## src/hdl/lot_pkg.sv

```systemverilog
// Shared types and constants of the LRU order tracker.
package lot_pkg;

	// Width of a key word on the ports.
	localparam int KEY_W = 32;

	// Result status codes.
	typedef enum logic [1:0] {
		ST_DONE = 2'd0,
		ST_MISS = 2'd1,
		ST_FULL = 2'd2
	} status_t;

	// Commands from the controller to the datapath.
	typedef struct packed {
		logic start;    // take the input word and clear the search results
		logic scan;     // read one slot for the key search
		logic update;   // read one slot for the rank rewrite
		logic publish;  // load the result register and commit the count
	} cmd_t;

	// Status from the datapath to the controller.
	typedef struct packed {
		logic last;     // the slot index is at the final slot
		logic out_hold; // the result register still holds an untaken word
	} sts_t;

endpackage

```

## src/hdl/lru_order_tracker.sv

```systemverilog
// LRU order tracker: recency order over up to CAPACITY distinct keys.
// Each word is a touch (mode 0: move the key to the most recent place, or
// insert it there) or a delete (mode 1), and gives one result word with the
// status, the number of keys held and the most and least recent keys (zero
// when nothing is held). A new key is rejected with status full when all
// CAPACITY slots are taken; eviction is left to the user. Keys are compared
// on their low KEY_BITS bits. A new word is taken only after the last one is
// published: the single read port of the slot memory is swept once to search
// the key and once to rewrite the ranks. A finished result waits in an output
// register while the next word is taken. Valid bits are cleared by reset, so
// no clearing pass is needed.
module lru_order_tracker #(
	parameter int CAPACITY = 16,
	parameter int KEY_BITS = 32
) (
	input  logic                      clk,
	input  logic                      arst_n,
	input  logic                      in_valid,
	output logic                      in_ready,
	input  logic                      mode,
	input  logic [lot_pkg::KEY_W-1:0] key,
	output logic                      out_valid,
	input  logic                      out_ready,
	output logic [1:0]                status,
	output logic [4:0]                count,
	output logic [lot_pkg::KEY_W-1:0] front_key,
	output logic [lot_pkg::KEY_W-1:0] back_key
);
	import lot_pkg::*;

	cmd_t cmd;
	sts_t sts;

	// Sequencer.
	lot_ctrl u_ctrl (
		.clk      (clk),
		.arst_n   (arst_n),
		.in_valid (in_valid),
		.in_ready (in_ready),
		.sts      (sts),
		.cmd      (cmd)
	);

	// Storage, search and result register.
	lot_datapath #(
		.CAPACITY (CAPACITY),
		.KEY_BITS (KEY_BITS)
	) u_dp (
		.clk       (clk),
		.arst_n    (arst_n),
		.cmd       (cmd),
		.sts       (sts),
		.mode      (mode),
		.key       (key),
		.out_valid (out_valid),
		.out_ready (out_ready),
		.status    (status),
		.count     (count),
		.front_key (front_key),
		.back_key  (back_key)
	);

endmodule

```

## src/hdl/lot_ctrl.sv

```systemverilog
// Controller state machine that sequences the search and rewrite sweeps.
module lot_ctrl (
	input  logic          clk,
	input  logic          arst_n,
	input  logic          in_valid,
	output logic          in_ready,
	input  lot_pkg::sts_t sts,
	output lot_pkg::cmd_t cmd
);
	import lot_pkg::*;

	typedef enum logic [2:0] {
		S_IDLE,
		S_SCAN,
		S_SCAN_END,
		S_UPDATE,
		S_UPD_END,
		S_PUBLISH
	} state_t;

	state_t state_q;

	// Commands follow directly from the state.
	always_comb begin
		cmd         = '0;
		in_ready    = 1'b0;
		case (state_q)
			S_IDLE: begin
				in_ready  = 1'b1;
				cmd.start = in_valid;
			end
			S_SCAN:    cmd.scan    = 1'b1;
			S_UPDATE:  cmd.update  = 1'b1;
			S_PUBLISH: cmd.publish = !sts.out_hold;
			default: begin
				cmd      = '0;
				in_ready = 1'b0;
			end
		endcase
	end

	// State register.
	always_ff @(posedge clk or negedge arst_n) begin
		if (!arst_n) begin
			state_q <= S_IDLE;
		end else begin
			case (state_q)
				S_IDLE: begin
					if (in_valid) state_q <= S_SCAN;
				end
				S_SCAN: begin
					if (sts.last) state_q <= S_SCAN_END;
				end
				S_SCAN_END: state_q <= S_UPDATE;
				S_UPDATE: begin
					if (sts.last) state_q <= S_UPD_END;
				end
				S_UPD_END: state_q <= S_PUBLISH;
				S_PUBLISH: begin
					if (!sts.out_hold) state_q <= S_IDLE;
				end
				default: state_q <= S_IDLE;
			endcase
		end
	end

endmodule

```

## src/hdl/lot_datapath.sv

```systemverilog
// Datapath of the LRU order tracker: slot memory, valid bits, search and rank rewrite.
module lot_datapath #(
	parameter int CAPACITY = 16,
	parameter int KEY_BITS = 32
) (
	input  logic                       clk,
	input  logic                       arst_n,
	input  lot_pkg::cmd_t              cmd,
	output lot_pkg::sts_t              sts,
	input  logic                       mode,
	input  logic [lot_pkg::KEY_W-1:0]  key,
	output logic                       out_valid,
	input  logic                       out_ready,
	output logic [1:0]                 status,
	output logic [4:0]                 count,
	output logic [lot_pkg::KEY_W-1:0]  front_key,
	output logic [lot_pkg::KEY_W-1:0]  back_key
);
	import lot_pkg::*;

	localparam int IW = (CAPACITY > 1) ? $clog2(CAPACITY) : 1;
	localparam int CW = $clog2(CAPACITY + 1);
	localparam int SW = (KEY_BITS < KEY_W) ? KEY_BITS : KEY_W;
	localparam int MW = SW + IW;
	localparam logic [IW-1:0] LAST_IDX = IW'(CAPACITY - 1);
	localparam logic [CW-1:0] FULL_CNT = CW'(CAPACITY);

	// Slot memory: key in the upper bits, rank in the lower bits.
	logic [MW-1:0]       slot_mem_q [CAPACITY];
	logic [CAPACITY-1:0] valid_q;
	logic [CW-1:0]       count_q;

	logic [IW-1:0] idx_q;
	logic          rd_s1;
	logic          upd_s1;
	logic [IW-1:0] addr_s1;
	logic [MW-1:0] rdata_s1;

	logic          mode_q;
	logic [SW-1:0] key_q;
	logic          hit_found_q;
	logic [IW-1:0] hit_idx_q;
	logic [IW-1:0] hit_rank_q;
	logic          free_found_q;
	logic [IW-1:0] free_idx_q;
	logic [SW-1:0] front_q;
	logic [SW-1:0] back_q;

	logic          out_valid_q;
	status_t       out_status_q;
	logic [4:0]    out_count_q;
	logic [KEY_W-1:0] out_front_q;
	logic [KEY_W-1:0] out_back_q;

	logic [SW-1:0] key_rd;
	logic [IW-1:0] rank_rd;
	logic          valid_rd;
	logic          op_touch_hit;
	logic          op_insert;
	logic          op_full;
	logic          op_del;
	logic          op_miss;
	logic [CW-1:0] new_count;
	logic [CW-1:0] back_rank;
	status_t       status_c;
	logic          is_hit_slot;
	logic          is_free_slot;
	logic [IW-1:0] new_rank;
	logic          post_valid;
	logic [SW-1:0] post_key;
	logic [IW-1:0] post_rank;

	assign key_rd   = rdata_s1[MW-1:IW];
	assign rank_rd  = rdata_s1[IW-1:0];
	assign valid_rd = valid_q[addr_s1];

	assign sts.last     = (idx_q == LAST_IDX);
	assign sts.out_hold = out_valid_q && !out_ready;

	// Decide the operation from the search results.
	always_comb begin
		op_touch_hit = !mode_q && hit_found_q;
		op_insert    = !mode_q && !hit_found_q && (count_q < FULL_CNT) && free_found_q;
		op_full      = !mode_q && !hit_found_q && !(count_q < FULL_CNT);
		op_del       = mode_q && hit_found_q;
		op_miss      = mode_q && !hit_found_q;
		if (op_insert) begin
			new_count = CW'(count_q + 1'b1);
		end else if (op_del) begin
			new_count = CW'(count_q - 1'b1);
		end else begin
			new_count = count_q;
		end
		back_rank = CW'(new_count - 1'b1);
		if (op_full) begin
			status_c = ST_FULL;
		end else if (op_miss) begin
			status_c = ST_MISS;
		end else begin
			status_c = ST_DONE;
		end
	end

	// New contents of the slot that the rewrite sweep is visiting.
	always_comb begin
		is_hit_slot  = hit_found_q && (addr_s1 == hit_idx_q);
		is_free_slot = op_insert && (addr_s1 == free_idx_q);
		new_rank     = rank_rd;
		if (op_touch_hit) begin
			if (is_hit_slot) begin
				new_rank = '0;
			end else if (valid_rd && (rank_rd < hit_rank_q)) begin
				new_rank = IW'(rank_rd + 1'b1);
			end
		end else if (op_insert) begin
			if (valid_rd) new_rank = IW'(rank_rd + 1'b1);
		end else if (op_del) begin
			if (valid_rd && (rank_rd > hit_rank_q)) new_rank = IW'(rank_rd - 1'b1);
		end
		if (is_free_slot) begin
			post_valid = 1'b1;
			post_key   = key_q;
			post_rank  = '0;
		end else begin
			post_valid = valid_rd && !(op_del && is_hit_slot);
			post_key   = key_rd;
			post_rank  = new_rank;
		end
	end

	// Control registers: sweep index, read pipeline, flags, valid bits, count, output valid.
	always_ff @(posedge clk or negedge arst_n) begin
		if (!arst_n) begin
			idx_q        <= '0;
			rd_s1        <= 1'b0;
			upd_s1       <= 1'b0;
			hit_found_q  <= 1'b0;
			free_found_q <= 1'b0;
			valid_q      <= '0;
			count_q      <= '0;
			out_valid_q  <= 1'b0;
		end else begin
			rd_s1  <= cmd.scan || cmd.update;
			upd_s1 <= cmd.update;
			if (cmd.start) begin
				idx_q <= '0;
			end else if (cmd.scan || cmd.update) begin
				idx_q <= (idx_q == LAST_IDX) ? '0 : IW'(idx_q + 1'b1);
			end
			if (cmd.start) begin
				hit_found_q  <= 1'b0;
				free_found_q <= 1'b0;
			end else if (rd_s1 && !upd_s1) begin
				if (valid_rd && (key_rd == key_q)) hit_found_q <= 1'b1;
				if (!valid_rd) free_found_q <= 1'b1;
			end
			if (rd_s1 && upd_s1) valid_q[addr_s1] <= post_valid;
			if (cmd.publish) begin
				count_q     <= new_count;
				out_valid_q <= 1'b1;
			end else if (out_ready) begin
				out_valid_q <= 1'b0;
			end
		end
	end

	// Payload registers of the search and the sweep.
	always_ff @(posedge clk) begin
		if (cmd.scan || cmd.update) begin
			rdata_s1 <= slot_mem_q[idx_q];
			addr_s1  <= idx_q;
		end
		if (cmd.start) begin
			mode_q  <= mode;
			key_q   <= SW'(key);
			front_q <= '0;
			back_q  <= '0;
		end else if (rd_s1 && !upd_s1) begin
			if (valid_rd && (key_rd == key_q) && !hit_found_q) begin
				hit_idx_q  <= addr_s1;
				hit_rank_q <= rank_rd;
			end
			if (!valid_rd && !free_found_q) free_idx_q <= addr_s1;
		end else if (rd_s1 && upd_s1) begin
			if (post_valid && (post_rank == '0)) front_q <= post_key;
			if (post_valid && (CW'(post_rank) == back_rank)) back_q <= post_key;
		end
	end

	// Slot memory write port.
	always_ff @(posedge clk) begin
		if (rd_s1 && upd_s1 && post_valid) slot_mem_q[addr_s1] <= {post_key, post_rank};
	end

	// Result register.
	always_ff @(posedge clk) begin
		if (cmd.publish) begin
			out_status_q <= status_c;
			out_count_q  <= 5'(new_count);
			out_front_q  <= KEY_W'(front_q);
			out_back_q   <= KEY_W'(back_q);
		end
	end

	assign out_valid = out_valid_q;
	assign status    = out_status_q;
	assign count     = out_count_q;
	assign front_key = out_front_q;
	assign back_key  = out_back_q;

endmodule

```

## config.mk

```make
export PLATFORM = sky130hd
export DESIGN_NAME = lru_order_tracker
export DESIGN_NICKNAME = d
export VERILOG_FILES = /design/src/hdl/lot_pkg.sv /design/src/hdl/lru_order_tracker.sv /design/src/hdl/lot_ctrl.sv /design/src/hdl/lot_datapath.sv
export SDC_FILE = /design/constraint.sdc
export NUM_CORES = 1
export LEC_CHECK = 0
export ABC_CLOCK_PERIOD_IN_PS = 19300
export BUFFER_PORTS_ARGS = -buffer_cell sky130_fd_sc_hd__clkbuf_2
export CORE_ASPECT_RATIO = 1.4
export CORE_MARGIN = 5
export CORE_UTILIZATION = 55
export CTS_CLUSTER_SIZE = 8
export DETAILED_ROUTE_END_ITERATION = 16
export PLACE_DENSITY = 0.76
export SKIP_CTS_REPAIR_TIMING = 1
export SYNTH_ARGS = -nofsm -noshare
export SYNTH_HDL_FRONTEND = slang
export SYNTH_HIERARCHICAL = 1
export SYNTH_SLANG_ARGS = --single-unit
export TNS_END_PERCENT = 50
```

## constraint.sdc

```tcl
create_clock -name clk -period 19.3 [get_ports clk]
set_input_delay 0.965 -clock clk [delete_from_list [all_inputs] [get_ports clk]]
set_output_delay 0.965 -clock clk [all_outputs]
set_load 0.03 [all_outputs]
```

# Yosys cells after proc, flatten, opt, wreduce, memory -nomap -nowiden
# Memories as Yosys holds them, arrays and structs flattened. A register that Yosys moved wholly into a read port is not among the register bits.
# Cells that the tools add are included.
# classes
div	0
add_sub_neg	6
n_reduce_logical	46
shift	0
n_bitwise	2
n_mul	0
order_cmp	5
eq_ne	15
muxes	41
# op_table
op	n
$mux 4	11
$eq 32x32->1	1
$mux 32	1
$logic_and 1x1->1	23
$mux 1	19
$pmux 3 s6	1
$bwmux 16	1
$mux 3	4
$reduce_and 3->1	4
$mux 5	2
$ne 2x2->1 const B	5
$sub 5x1->5 const B	2
$logic_not 1->1	9
$add 4x1->4 const B	2
$eq 4x4->1	2
$reduce_bool 2->1	4
$eq 3x2->1 const B	2
$eq 3x3->1 const B	2
$add 5x1->5 const B	1
$eq 4x5->1	1
$lt 4x5->1 const B	1
$lt 5x5->1 const B	1
$bmux 1 s4	1
$demux 1 s4	1
other kinds (12)	14
# totals
output_inout_bits	73
memories	1
wordCells	137
latchBits	0
ff_bits	217
romBits	0
in_bits	37
ramBits	576
# mem_list
name	words	word_bits	read_ports	rd_clocked_by_memory_dff	wr	line	source
u_dp.slot_mem_q	16	36	1	1	1	lot_datapath.sv:29	logic [MW-1:0] slot_mem_q [CAPACITY];

# Depth between registers and ports, before layout
# logic_depth
ltp_word	11
mapped_depth	14
ltp_nobuf	12

# Cells and area by module
# The synthesis kept the hierarchy.
# by_module_without_submodules
mod	area_each_um2	n_inst	cells_per_inst	seq_area_each_um2
lot_datapath	32274.7	1	1646	24013.0
lot_ctrl	197.7	1	19	75.1

# Worst setup path before layout
# Ideal clock, no wire load.
# synth_timing
path_kind	input -> register
start	in out_ready
end	reg u_dp.count_q[3]
setup_slack_ns	11.645
n_path_buf	0
stages	4
required_ns	19.207
setup_time_ns	0.093
t_arrival_ns	7.563
cell_sequence	nor2b_1 > nand2b_1 > nor3b_1 > mux2_2
# synth_rtl
element	line	source
from (decl)	lru_order_tracker.sv:23	input logic out_ready,
to (signal assigned)	lot_datapath.sv:159	count_q <= new_count;
to (decl)	lot_datapath.sv:31	logic [CW-1:0] count_q;

==> flow_metrics.env <==
export IMPL_die_h_um=298
export IMPL_ys_ff_latch=829
export IMPL_synthDominantCellAreaShare=0.677
export IMPL_synth_edf_count=732
export IMPL_critical_path_class="flop to flop"
export IMPL_grt_overflow=0
export IMPL_antenna_found_initial=0
export IMPL_max_freq_mhz=220
export IMPL_slowest_delay_ps=810
export IMPL_slowest_stage="buf_4"
export IMPL_cts_clk_slew_worst_paths_ps=60
export IMPL_path_cells="buf_4 -> buf_4 -> buf_4 -> mux4_2 -> mux4_2"
export IMPL_hpwlAfterDp_mm=40.5
export IMPL_finalCritPeriodShare=0.235
export IMPL_track_usage=0.235
export IMPL_required_ps=19690
export IMPL_synthFlopType="edfxtp_1"
export IMPL_p_per_area_nw_per_um2=172
export IMPL_grt_pass1_wl_mm=113
export IMPL_skew_ps=23.1
export IMPL_async_flop_share=0.0398
export IMPL_setup_tns_ps=0
export IMPL_status="complete, no violations"
export IMPL_ys_seq_area_frac=0.742
export IMPL_cts_root_buf="clkbuf_16"
export IMPL_post_synth_cell_area_avg_sq_um=19.5
export IMPL_cts_buffers=113
export IMPL_reg2reg_slack_ps=14760
export IMPL_hold_class="input port to asynchronous set/reset pin"
export IMPL_rsz0062_at_grt="false"
export IMPL_post_route_min_period_ps=4540
export IMPL_synth_most_common_cell="edfxtp_1"
export IMPL_yosys_warnings=6
export IMPL_insertedDiodeCount=0
export IMPL_startpoint_type="flop"
export IMPL_grt_max_degree=85
export IMPL_yosys_area_top_type="edfxtp_1"
export IMPL_cap_viol_max_count=0
export IMPL_arrival_ps=4930
export IMPL_final_setup_viol_count=0
export IMPL_maxSlewViolCount=0
export IMPL_synth_area_leaders="edfxtp_1 (68%), mux4_2 (12%), dfxtp_1 (3.9%)"
export IMPL_worstSkewPairLatency_ps=660
export IMPL_routed_via_density=6.52
export IMPL_ant_nets=0
export IMPL_boundaryPins=110
export IMPL_worstPathMaxFanout=45
export IMPL_p_leak_nw=12.2
export IMPL_syn_area_sq_um=32500
export IMPL_synthToLayoutAreaGrowth_pct=13.9
export IMPL_final_core_util=0.631
export IMPL_drc=0
export IMPL_cts_sinks=829
export IMPL_path_common_cell="buf_4"
export IMPL_start_util=0.554
export IMPL_core_sq_um=58600
export IMPL_power_mw=6.36
export IMPL_initialDrtViolationCount=1960
export IMPL_placed_cells=2454
export IMPL_syn_inst=1665
export IMPL_synth_distinct_cells=80
export IMPL_worst_pin_slew_ps=1420
export IMPL_die_width_um=215
export IMPL_cts_tree="done"
export IMPL_peakVddDrop_v=0.000158
export IMPL_r2r_start="u_dp/idx_q[0]$_DFFE_PN0P_"
export IMPL_timing_rr_end="u_dp/rdata_s1[18]$_DFFE_PP_"
export IMPL_nets=1867
export IMPL_dr_total_vias=17083
export IMPL_cts_max_level=3
export IMPL_drive_above_1_share=0.297
export IMPL_cts_buffer_depth=3
export IMPL_totalWireLength_mm=75.1
export IMPL_rows=105
export IMPL_firstDrtPassIters=6
export IMPL_numPortBuffers=109
export IMPL_gp_congestion=0.909
export IMPL_fin_hold_ws_ps=429
export IMPL_wl_per_cell_um=28.7
export IMPL_r2r_cells=5
export IMPL_hold_viol=0
export IMPL_slew_headroom=0.0501
export IMPL_cp_end_kind="flop"
export IMPL_die_area_sq_um=64100
export IMPL_grt_pass1_vias=17801
export IMPL_syn_num_nets=1712
export IMPL_synthTopCellsByCount="edfxtp_1 (732), mux4_2 (180), nor3_1 (77), dfxtp_1 (64), clkbuf_1 (55)"
export IMPL_layout_cells_non_filler=2619
[metal layers]
metal,GRT usage,vias to the layer above,share of wire
met5,0,-,0
met4,0.0845,0,0.032
met3,0.0411,157,0.085
met2,0.417,1012,0.53
met1,0.293,8786,0.35
li1,-,7128,-
[stage by stage]
step | area [sq um] | setup slack [ps]
finish | 37000 | 14760
detailed placement | 33900 | 14590
floorplan | 32500 | 11640
global placement | 33900 | 14630
CTS | 37000 | 14590
global route | 37000 | 14260
[critical path: cells and delay by family, from the launching register on]
family | cells | cell delay [ps]
mux | 2 | 1080
buf+inv | 3 | 2290
flops | 1 | 730
[logic make-up (layout without fill, tap and decap cells)]
kind of cell	count (synthesis)	after routing	share of synthesized area
flops	829	829	0.742
simple gates	279	279	0.0516
mux	230	230	0.142
compound gates	149	149	0.0301
buf+inv	116	321	0.0162
xor+xnor	52	52	0.0147
fa+ha+maj	10	10	0.00385
[area by class of cell]
class / instances / area, sq um
sequential: 829 / 24100
fill: 3882 / 21600
multi-input combinational: 720 / 7980
clock buffer: 160 / 3070
tap: 749 / 937
timing repair buffer: 140 / 778
clock inverter: 5 / 68.8
inverter: 16 / 60.1
[sequential cells by signal, summed over array words and instances, names as in the netlist, 4 cells and up]
register / flops
u_dp/key_q: 32
u_dp/addr_s1: 4
u_dp/back_q: 32
u_dp/back_key: 32
u_dp/free_idx_q: 4
u_dp/front_q: 32
u_dp/idx_q: 4
u_dp/slot_mem_q: 576
u_dp/count_q: 5
u_dp/count: 5
u_dp/valid_q: 16
u_dp/hit_rank_q: 4
u_dp/hit_idx_q: 4
u_dp/front_key: 32
u_dp/rdata_s1: 36
[layout by cell type, fill, tap and decap left out, types with 9 or more instances in the layout]
cell type  netlist  routed
a21oi_1         43      43
a31oi_1         34      34
buf_4            0      31
clkbuf_1        55      44
clkbuf_16        0     116
clkbuf_2         0     109
dfrtp_1         33      29
dfxtp_1         64      64
edfxtp_1       732     732
ha_1            10      10
inv_1           14      12
mux2_2          37      37
mux2i_1         13      13
mux4_2         180     180
nand2_1         26      26
nand2b_1         9       9
nand3_1         15      15
nor2_1          34      21
nor2_4           0      12
nor3_1          77      73
nor3_2          30      34
nor4_1          43      43
o21ai_0         22      22
xor2_1          42      42
[power breakdown]
part | switching [mW] | internal, mW | total (mW)
clock | 0.693 | 1.08 | 1.77
combinational | 1.22 | 0.680 | 1.90
sequential | 0.204 | 2.48 | 2.68
[worst max path at each step]
| stage | from | to | slack, ps |
|---|---|---|---|
| final | u_dp/idx_q[0]$_DFFE_PN0P_ | u_dp/rdata_s1[18]$_DFFE_PP_ | 14760 |
| after global routing | u_dp/idx_q[0]$_DFFE_PN0P_ | u_dp/rdata_s1[21]$_DFFE_PP_ | 14260 |
| after CTS | u_dp/idx_q[0]$_DFFE_PN0P_ | u_dp/rdata_s1[21]$_DFFE_PP_ | 14590 |
| after detailed placement | u_dp/idx_q[0]$_DFFE_PN0P_ | u_dp/rdata_s1[8]$_DFFE_PP_ | 14590 |
| after global placement | u_dp/idx_q[0]$_DFFE_PN0P_ | u_dp/rdata_s1[33]$_DFFE_PP_ | 14630 |
| after floorplan | out_ready | u_dp/count_q[3]$_DFFE_PN0P_ | 11640 |
Note: power is estimated with default switching activity, not from simulation.
